<file path="config.mk">
export PLATFORM = sky130hd
export DESIGN_NAME = code39_start_symbol_detector
export DESIGN_NICKNAME = d
export VERILOG_FILES = /design/src/design/c39_pkg.sv /design/src/design/code39_start_symbol_detector.sv
export SDC_FILE = /design/constraint.sdc
export NUM_CORES = 2
export LEC_CHECK = 0
export BUFFER_PORTS_ARGS = -buffer_cell sky130_fd_sc_hd__buf_2
export CELL_PAD_IN_SITES_DETAIL_PLACEMENT = 0
export CELL_PAD_IN_SITES_GLOBAL_PLACEMENT = 1
export CORE_MARGIN = 2
export CORE_UTILIZATION = 50
export CTS_CLUSTER_SIZE = 14
export DETAILED_ROUTE_END_ITERATION = 16
export PLACE_DENSITY_LB_ADDON = 0.08
export RECOVER_POWER = 100
export SYNTH_ARGS = -nofsm -noshare
export SYNTH_HDL_FRONTEND = slang
export SYNTH_SLANG_ARGS = --single-unit
export TNS_END_PERCENT = 20
</file>
<file path="constraint.sdc">
create_clock -name clk_i -period 34.6 [get_ports clk_i]
set_input_delay 6.92 -clock clk_i [delete_from_list [all_inputs] [get_ports clk_i]]
set_output_delay 6.92 -clock clk_i [all_outputs]
set_load 0.05 [all_outputs]
</file>
<file path="src/design/c39_pkg.sv">
`timescale 1ns / 1ps
// ----------------------------------------------------------------------------
// c39_pkg: shared types and constants for the Code 39 start symbol detector
// Event codes, register map, window geometry and the divide-by-five constant.
// ----------------------------------------------------------------------------
package c39_pkg;

  localparam int unsigned MAX_READINGS_DEF = 200;
  localparam int unsigned WIDTH_BITS_DEF   = 16;

  // Nine newest widths are kept; the gap width is the oldest of them,
  // the one that the next shift drops.
  localparam int unsigned WIN_DEPTH = 9;
  localparam int unsigned WIN_IDX_W = $clog2(WIN_DEPTH);

  localparam logic [8:0] START_PATTERN = 9'b010010100;

  localparam int unsigned THR_W = 18;
  localparam int unsigned EVT_W = 3;
  localparam int unsigned PAT_W = 9;
  localparam int unsigned CNT_W = 8;

  // floor(x / 5) for any 32-bit x: (x * DIV5_RECIP) >> DIV5_SHIFT
  localparam logic [31:0] DIV5_RECIP = 32'hCCCC_CCCD;
  localparam int unsigned DIV5_SHIFT = 34;

  // Configuration port
  localparam int unsigned ADDR_W = 2;
  localparam int unsigned DATA_W = 32;
  localparam logic [ADDR_W-1:0] REG_TIMEOUT_ADDR = 2'd0;
  localparam logic [15:0] TIMEOUT_RST = 16'd3000;

  typedef enum logic [EVT_W-1:0] {
    EV_NONE    = 3'd0,
    EV_START   = 3'd1,
    EV_END     = 3'd2,
    EV_GAP_ERR = 3'd3,
    EV_TIMEOUT = 3'd4,
    EV_LIMIT   = 3'd5
  } event_e;

endpackage

</file>
<file path="src/design/code39_start_symbol_detector.sv">
`timescale 1ns / 1ps
// ----------------------------------------------------------------------------
// code39_start_symbol_detector: Code 39 start character detection
// Classifies bar/space widths as wide or narrow, finds the start symbol and
// checks the inter-character gap ten widths later.
// ----------------------------------------------------------------------------
//  Channel   | Dir | Payload                                   | Handshake
//  s_axis    | in  | width_ms                                  | tvalid/tready
//  m_axis    | out | event_res, threshold_ms, pattern          | tvalid/tready
//  apb       | in  | timeout limit at byte address 0           | psel/penable
//
//  One cycle per width: the accepted width updates the scan state and the
//  result register at the same edge; a nine-way minimum, the wide/narrow
//  compares and a 32x32 reciprocal multiply for the threshold set the path.
//  The next width is taken while a result waits, as long as m_axis_tready
//  frees the result register in that cycle. Reset clears all scan state and
//  loads the timeout limit with 3000; there is no clearing pass.
// ----------------------------------------------------------------------------
module code39_start_symbol_detector #(
  parameter int unsigned MAX_READINGS = c39_pkg::MAX_READINGS_DEF,
  parameter int unsigned WIDTH_BITS   = c39_pkg::WIDTH_BITS_DEF
) (
  input  logic                          clk_i,
  input  logic                          rst_ni,
  // width_ms [WIDTH_BITS-1:0], zero padded to whole bytes
  input  logic [((WIDTH_BITS+7)/8)*8-1:0] s_axis_tdata,
  input  logic                          s_axis_tvalid,
  output logic                          s_axis_tready,
  // event_res [2:0], threshold_ms [20:3], pattern [29:21], zeros [31:30]
  output logic [31:0]                   m_axis_tdata,
  output logic                          m_axis_tvalid,
  input  logic                          m_axis_tready,
  input  logic                          psel,
  input  logic                          penable,
  input  logic                          pwrite,
  input  logic [c39_pkg::ADDR_W-1:0]    paddr,
  input  logic [c39_pkg::DATA_W-1:0]    pwdata,
  output logic [c39_pkg::DATA_W-1:0]    prdata,
  output logic                          pready
);
  import c39_pkg::*;

  localparam int unsigned CW = WIDTH_BITS + 4;  // holds 11 * width
  localparam logic [CNT_W-1:0] MAX_CNT = CNT_W'(MAX_READINGS);

  logic [15:0]           timeout_q;
  logic [WIDTH_BITS-1:0] win_q [WIN_DEPTH];
  logic [WIDTH_BITS-1:0] win_n [WIN_DEPTH];
  logic [WIDTH_BITS-1:0] mn_q, mn_d, mn_new, mn_eff;
  logic [THR_W-1:0]      thr_q, thr_d, thr_new;
  logic                  scan_q, scan_d, scan_n;
  logic [CNT_W-1:0]      rc_q, rc_d;
  logic [CNT_W-1:0]      gcp_q, gcp_d, gcp_n;
  logic [CNT_W:0]        gcp_sum;
  logic [WIDTH_BITS-1:0] w;
  logic                  in_acc, is_timeout, is_limit, upd, start, gap_hit, gap_wide;
  logic                  clr;
  logic [PAT_W-1:0]      pat;
  logic [63:0]           div_prod;
  logic [33:0]           thr_full;
  logic [CW-1:0]         thr_x11;
  event_e                evt_d;
  logic [PAT_W-1:0]      pat_d;

  logic                  out_valid_q;
  event_e                out_evt_q;
  logic [THR_W-1:0]      out_thr_q;
  logic [PAT_W-1:0]      out_pat_q;

  // --------------------------------------------------------------------------
  // Configuration
  // --------------------------------------------------------------------------
  assign pready = 1'b1;
  assign prdata = (paddr == REG_TIMEOUT_ADDR) ? DATA_W'(timeout_q) : '0;

  always_ff @(posedge clk_i or negedge rst_ni) begin
    if (!rst_ni) begin
      timeout_q <= TIMEOUT_RST;
    end else if (psel && penable && pwrite && pready && (paddr == REG_TIMEOUT_ADDR)) begin
      timeout_q <= pwdata[15:0];
    end
  end

  // --------------------------------------------------------------------------
  // Handshake
  // --------------------------------------------------------------------------
  assign s_axis_tready = !out_valid_q || m_axis_tready;
  assign in_acc        = s_axis_tvalid && s_axis_tready;
  assign w             = s_axis_tdata[WIDTH_BITS-1:0];

  // --------------------------------------------------------------------------
  // Per-width evaluation
  // --------------------------------------------------------------------------
  always_comb begin
    win_n[0] = w;
    for (int i = 1; i < WIN_DEPTH; i++) begin
      win_n[i] = win_q[i-1];
    end
  end

  // Minimum over the shifted window
  always_comb begin
    mn_new = win_n[0];
    for (int i = 1; i < WIN_DEPTH; i++) begin
      if (win_n[i] < mn_new) begin
        mn_new = win_n[i];
      end
    end
  end

  assign is_timeout = 32'(w) >= 32'(timeout_q);
  assign is_limit   = (rc_q > MAX_CNT) || (gcp_q > MAX_CNT);
  assign upd        = (rc_q >= CNT_W'(8)) && !scan_q;
  assign mn_eff     = upd ? mn_new : mn_q;

  // w > floor(11*mn/5) is the same as 5*w > 11*mn for integer w
  assign thr_x11 = CW'(mn_eff) * CW'(11);

  always_comb begin
    for (int i = 0; i < WIN_DEPTH; i++) begin
      pat[i] = (CW'(win_n[i]) * CW'(5)) > thr_x11;
    end
  end

  assign gap_wide = (CW'(win_q[WIN_DEPTH-1]) * CW'(5)) > thr_x11;

  // floor(11*mn/5) = 2*mn + floor(mn/5)
  assign div_prod = 64'(32'(mn_new)) * 64'(DIV5_RECIP);
  assign thr_full = {1'b0, 33'(mn_new) << 1} + 34'(div_prod >> DIV5_SHIFT);
  assign thr_new  = thr_full[THR_W-1:0];

  assign start   = upd && (pat == START_PATTERN);
  assign scan_n  = scan_q || start;
  assign gcp_sum = {1'b0, rc_q} + (CNT_W+1)'(10);
  assign gcp_n   = start ? (gcp_sum[CNT_W] ? '1 : gcp_sum[CNT_W-1:0]) : gcp_q;
  assign gap_hit = scan_n && (rc_q == gcp_n);

  always_comb begin
    mn_d   = mn_q;
    thr_d  = thr_q;
    scan_d = scan_n;
    gcp_d  = gcp_n;
    rc_d   = rc_q + CNT_W'(1);
    clr    = 1'b0;
    pat_d  = '0;
    evt_d  = EV_NONE;
    priority if (is_timeout) begin
      clr   = 1'b1;
      evt_d = EV_TIMEOUT;
    end else if (is_limit) begin
      clr   = 1'b1;
      evt_d = EV_LIMIT;
    end else begin
      pat_d = pat;
      if (upd) begin
        mn_d  = mn_new;
        thr_d = thr_new;
      end
      if (gap_hit) begin
        clr   = 1'b1;
        evt_d = gap_wide ? EV_GAP_ERR : EV_END;
      end else if (start) begin
        evt_d = EV_START;
      end
    end
    if (clr) begin
      scan_d = 1'b0;
      gcp_d  = '0;
      rc_d   = '0;
    end
  end

  // --------------------------------------------------------------------------
  // Scan state
  // --------------------------------------------------------------------------
  always_ff @(posedge clk_i or negedge rst_ni) begin
    if (!rst_ni) begin
      for (int i = 0; i < WIN_DEPTH; i++) begin
        win_q[i] <= '0;
      end
      mn_q   <= '0;
      thr_q  <= '0;
      scan_q <= 1'b0;
      rc_q   <= '0;
      gcp_q  <= '0;
    end else if (in_acc) begin
      for (int i = 0; i < WIN_DEPTH; i++) begin
        win_q[i] <= clr ? '0 : win_n[i];
      end
      mn_q   <= mn_d;
      thr_q  <= thr_d;
      scan_q <= scan_d;
      rc_q   <= rc_d;
      gcp_q  <= gcp_d;
    end
  end

  // --------------------------------------------------------------------------
  // Result register
  // --------------------------------------------------------------------------
  always_ff @(posedge clk_i or negedge rst_ni) begin
    if (!rst_ni) begin
      out_valid_q <= 1'b0;
    end else if (in_acc) begin
      out_valid_q <= 1'b1;
    end else if (m_axis_tready) begin
      out_valid_q <= 1'b0;
    end
  end

  always_ff @(posedge clk_i) begin
    if (in_acc) begin
      out_evt_q <= evt_d;
      out_thr_q <= thr_d;
      out_pat_q <= pat_d;
    end
  end

  assign m_axis_tvalid = out_valid_q;
  assign m_axis_tdata  = {2'b00, out_pat_q, out_thr_q, out_evt_q};

  // --------------------------------------------------------------------------
  // Assertions
  // --------------------------------------------------------------------------
  a_scan_gap_ahead : assert property (@(posedge clk_i) disable iff (!rst_ni)
    scan_q |-> (rc_q <= gcp_q))
    else $error("gap position passed while scanning");

  a_idle_no_gap : assert property (@(posedge clk_i) disable iff (!rst_ni)
    !scan_q |-> (gcp_q == '0))
    else $error("gap position set while idle");

  a_count_bound : assert property (@(posedge clk_i) disable iff (!rst_ni)
    rc_q <= (MAX_CNT + CNT_W'(1)))
    else $error("reading count beyond limit");

  a_start_pattern : assert property (@(posedge clk_i) disable iff (!rst_ni)
    (out_valid_q && (out_evt_q == EV_START)) |-> (out_pat_q == START_PATTERN))
    else $error("start reported without start pattern");

  a_reset_pattern : assert property (@(posedge clk_i) disable iff (!rst_ni)
    (out_valid_q && ((out_evt_q == EV_TIMEOUT) || (out_evt_q == EV_LIMIT)))
      |-> (out_pat_q == '0))
    else $error("pattern not cleared on scan abort");

endmodule
</file>
==> impl_metrics.yaml <==
floorplan:
  core_area_um2: 64700
  dieArea_um2: 67800
  row_count: 93
  die_height_um: 260
  fp.dieW_um: 260
  io_pins: 124
  start_util: 0.508
synthesis:
  synthArstFlopShare: 0.876
  synthCells: 3739
  synth_cell_types: 98
  synth_top_cell_by_area: "ha_1"
  yosysWarnings: 0
  yosysTopAreaCellShare: 0.294
  synth_flop_cell: "dfrtp_1"
  ys_ff_latch: 242
  synth_area_leaders: "ha_1 29%, dfrtp_1 16%, fa_1 6.5%"
  syn_area_um2: 32900
  ys_seq_area_frac: 0.189
  synth_edf_count: 30
  avgSynthCellArea_um2: 8.79
worst_setup_path:
  critical_path_class: "in -> reg"
  cp_max_fo: 32
  crit_required_ns: 35.05
  cp.arrival_ns: 33.22
  ff2ff_path_depth: 137
  crit_top_cell: "inv_1"
  cp-end-kind: "flip-flop"
  cpMaxStageDelayCell: "fa_1"
  r2r_slack_ns: 7.96
  slowest_delay_ns: 0.60
  startpoint_type: "input port"
  worstReg2RegEnd: "thr_q[15]"
  reg2reg_from: "win_n[127]"
run:
  max-cap-violations: 3
route:
  ant_nets: 0
  wire_per_inst_um: 21.2
  drc_errors: 0
  avgViaCountPerCell: 5.83
  drt_iter0_markers: 1788
  drt_pre_antenna_iters: 5
  wl_um: 101000
  vias: 27900
timing:
  worst_slack_ns: 1.83
  fin_crit_sh: 0.947
  hold_viol: 0
  clock.fmax_mhz: 30.5
  tightestPinTransition_ns: 5.82
  setup_viol: 0
  grt_setup_unrepaired: "no"
  layout_min_cycle_time_ns: 32.77
  relSlewSlack: -2.88
  slew_viol_final: 217
  final.setup.tns_ns: 0
  fin_skew_ns: 0.0403
finish:
  antenna_cells: 0
  fill_cells: 5969
  post-route-util: 0.562
  area_delta_synth_final_pct: 10.7
  final_design_area_no_fill_um2: 36400
  drive_gt1_frac: 0.0823
  nNetsFinal: 4835
grt:
  antenna_found_initial: 3
  grt_overflow: 0
  track_usage: 0.299
  grt_pass1_wl_um: 157000
  grt_pass1_vias: 27900
  grt_max_degree: 97
placement:
  dp_hpwl_um: 80300
  gp_congestion: 0.956
  port-buffer-count: 88
  pre_cts_ws_ns: -0.368
  place_area_um2: 35000
clocking:
  cts_buffers: 34
  tritoncts: "built"
  clk_pin_slew_ns: 0.06
  cts_root_buffer: "clkbuf_16"
  clock_path_buffers: 3
  clk_latency_ns: 0.56
  cts.sinks: 242
  htree_levels: 2
worst_hold_path:
  hold_depth: 2
  min_from: "thr_q[10]"
  hold_path_class: "reg -> reg"
  holdPathEnd: "thr_q[10]"
outcome:
  violations: "capacitance limit, slew limit"
  status: "finished with violations"
-- placed cells by master, fill, tap and decap left out, types with 16 or more instances in the layout --
master and instances:
conb_1 19, ha_1 771, clkbuf_1 61, o211ai_1 19
o21bai_1 73, nor2b_1 56, o22ai_1 16, o21a_1 17
nor3_1 32, nand2_1 250, buf_4 112, o21ai_0 224
nand3_1 41, mux2i_1 44, inv_1 507, buf_2 37
fa_1 106, xnor2_1 110, nor2_1 155, xor2_1 68
a21oi_1 327, a21o_1 112, edfxtp_1 30, and4_1 18
nand2b_1 49, dfrtp_1 205, clkbuf_16 35, nand4_1 59
a22o_1 102
-- cell usage after synthesis (18+ instances only) --
cell type  number
dfrtp_1       205
nand4_1        59
and4_1         18
xor2_1         68
buf_4          28
nor3_1         32
fa_1          106
a21oi_1       333
o21bai_1       73
a21o_1        112
nor2_1        157
o21ai_0       231
nand2b_1       49
nand3_1        41
ha_1          772
inv_1         507
o211ai_1       19
nor2b_1        56
clkbuf_1       69
edfxtp_1       30
xnor2_1       119
a22o_1        102
nand2_1       251
mux2i_1        45
-- worst max-delay path: cells and delay by family --
kind	cells	cell delay [ns]
AOI/OAI and AO/OA	59	10.61
adders and majority gates	16	6.10
and+or+nand+nor	36	5.68
buffers and inverters	23	2.73
muxes	3	0.83
xor gates and xnor gates	2	0.30
-- cell families (layout without fill, tap and decap cells) --
group | Yosys count | count (layout) | synth area share
buf+inv | 619 | 787 | 0.0742
fa+ha+maj | 882 | 882 | 0.360
simple gates | 730 | 730 | 0.108
compound gates | 1010 | 1012 | 0.196
other cells | 2 | 19 | 0.000229
xor+xnor | 187 | 187 | 0.0499
mux | 67 | 67 | 0.0222
flops | 242 | 242 | 0.189
-- per-layer routing --
| layer | routed length, µm | track usage |
|---|---|---|
| met5 | 20 | 0 |
| met1 | 47300 | 0.417 |
| met4 | 3010 | 0.0835 |
| met2 | 46000 | 0.489 |
| met3 | 4990 | 0.0376 |
-- per-stage QoR --
| step | hold WS, ns | instances |
|---|---|---|
| 2_1_floorplan | 0.446 | 3756 |
| 3_3_place_gp | 0.457 | 4709 |
| 3_5_place_dp | 0.462 | 4709 |
| 4_1_cts | 0.477 | 4771 |
| 5_1_grt | 0.501 | 4781 |
| 6_report | 0.473 | 4781 |
-- how the worst max path moves through the flow --
stage,slack [ns],cells past startpoint,startpoint,endpoint
after CTS,0.09,137,s_axis_tdata[14],win_n[126]
final,1.83,139,s_axis_tdata[15],thr_q[15]
after global placement,0.18,133,s_axis_tdata[14],thr_q[15]
after detailed placement,-0.37,136,s_axis_tdata[14],win_n[113]
after floorplan,0.95,158,s_axis_tdata[14],thr_q[15]
after global routing,0.02,145,s_axis_tdata[14],thr_q[15]
-- layout make-up --
type,count,area (µm²),area share
timing repair buffer,214,1410,0.0387
multi-input combinational,2897,24500,0.674
inverter,511,1920,0.0527
clock buffer,42,922,0.0254
sequential,242,6210,0.171
clock inverter,20,335,0.00922
tap,855,1070,0.0294
-- sequential cells by signal, indices dropped and copies added (netlist names) --
name           flops
timeout_q         16
out_thr_q         18
mn_q              16
out_pat_q          9
out_evt_q          3
thr_q             18
gcp_q              8
rc_q               8
m_axis_tvalid      1
scan_q             1
win_n            128
win_q             16
-- what timing repair did --
| action | in CTS | in global routing |
|---|---|---|
| hold endpoints to repair | 0 | 0 |
| hold buffers | 0 | 0 |
| resized for setup | 0 | 39 |
| buffers inserted | 0 | 8 |
| endpoints found under the setup margin | 0 | 190 |
Power is not shown: default switching activity piles up to over one toggle a cycle in this logic, so the estimate is an artifact.
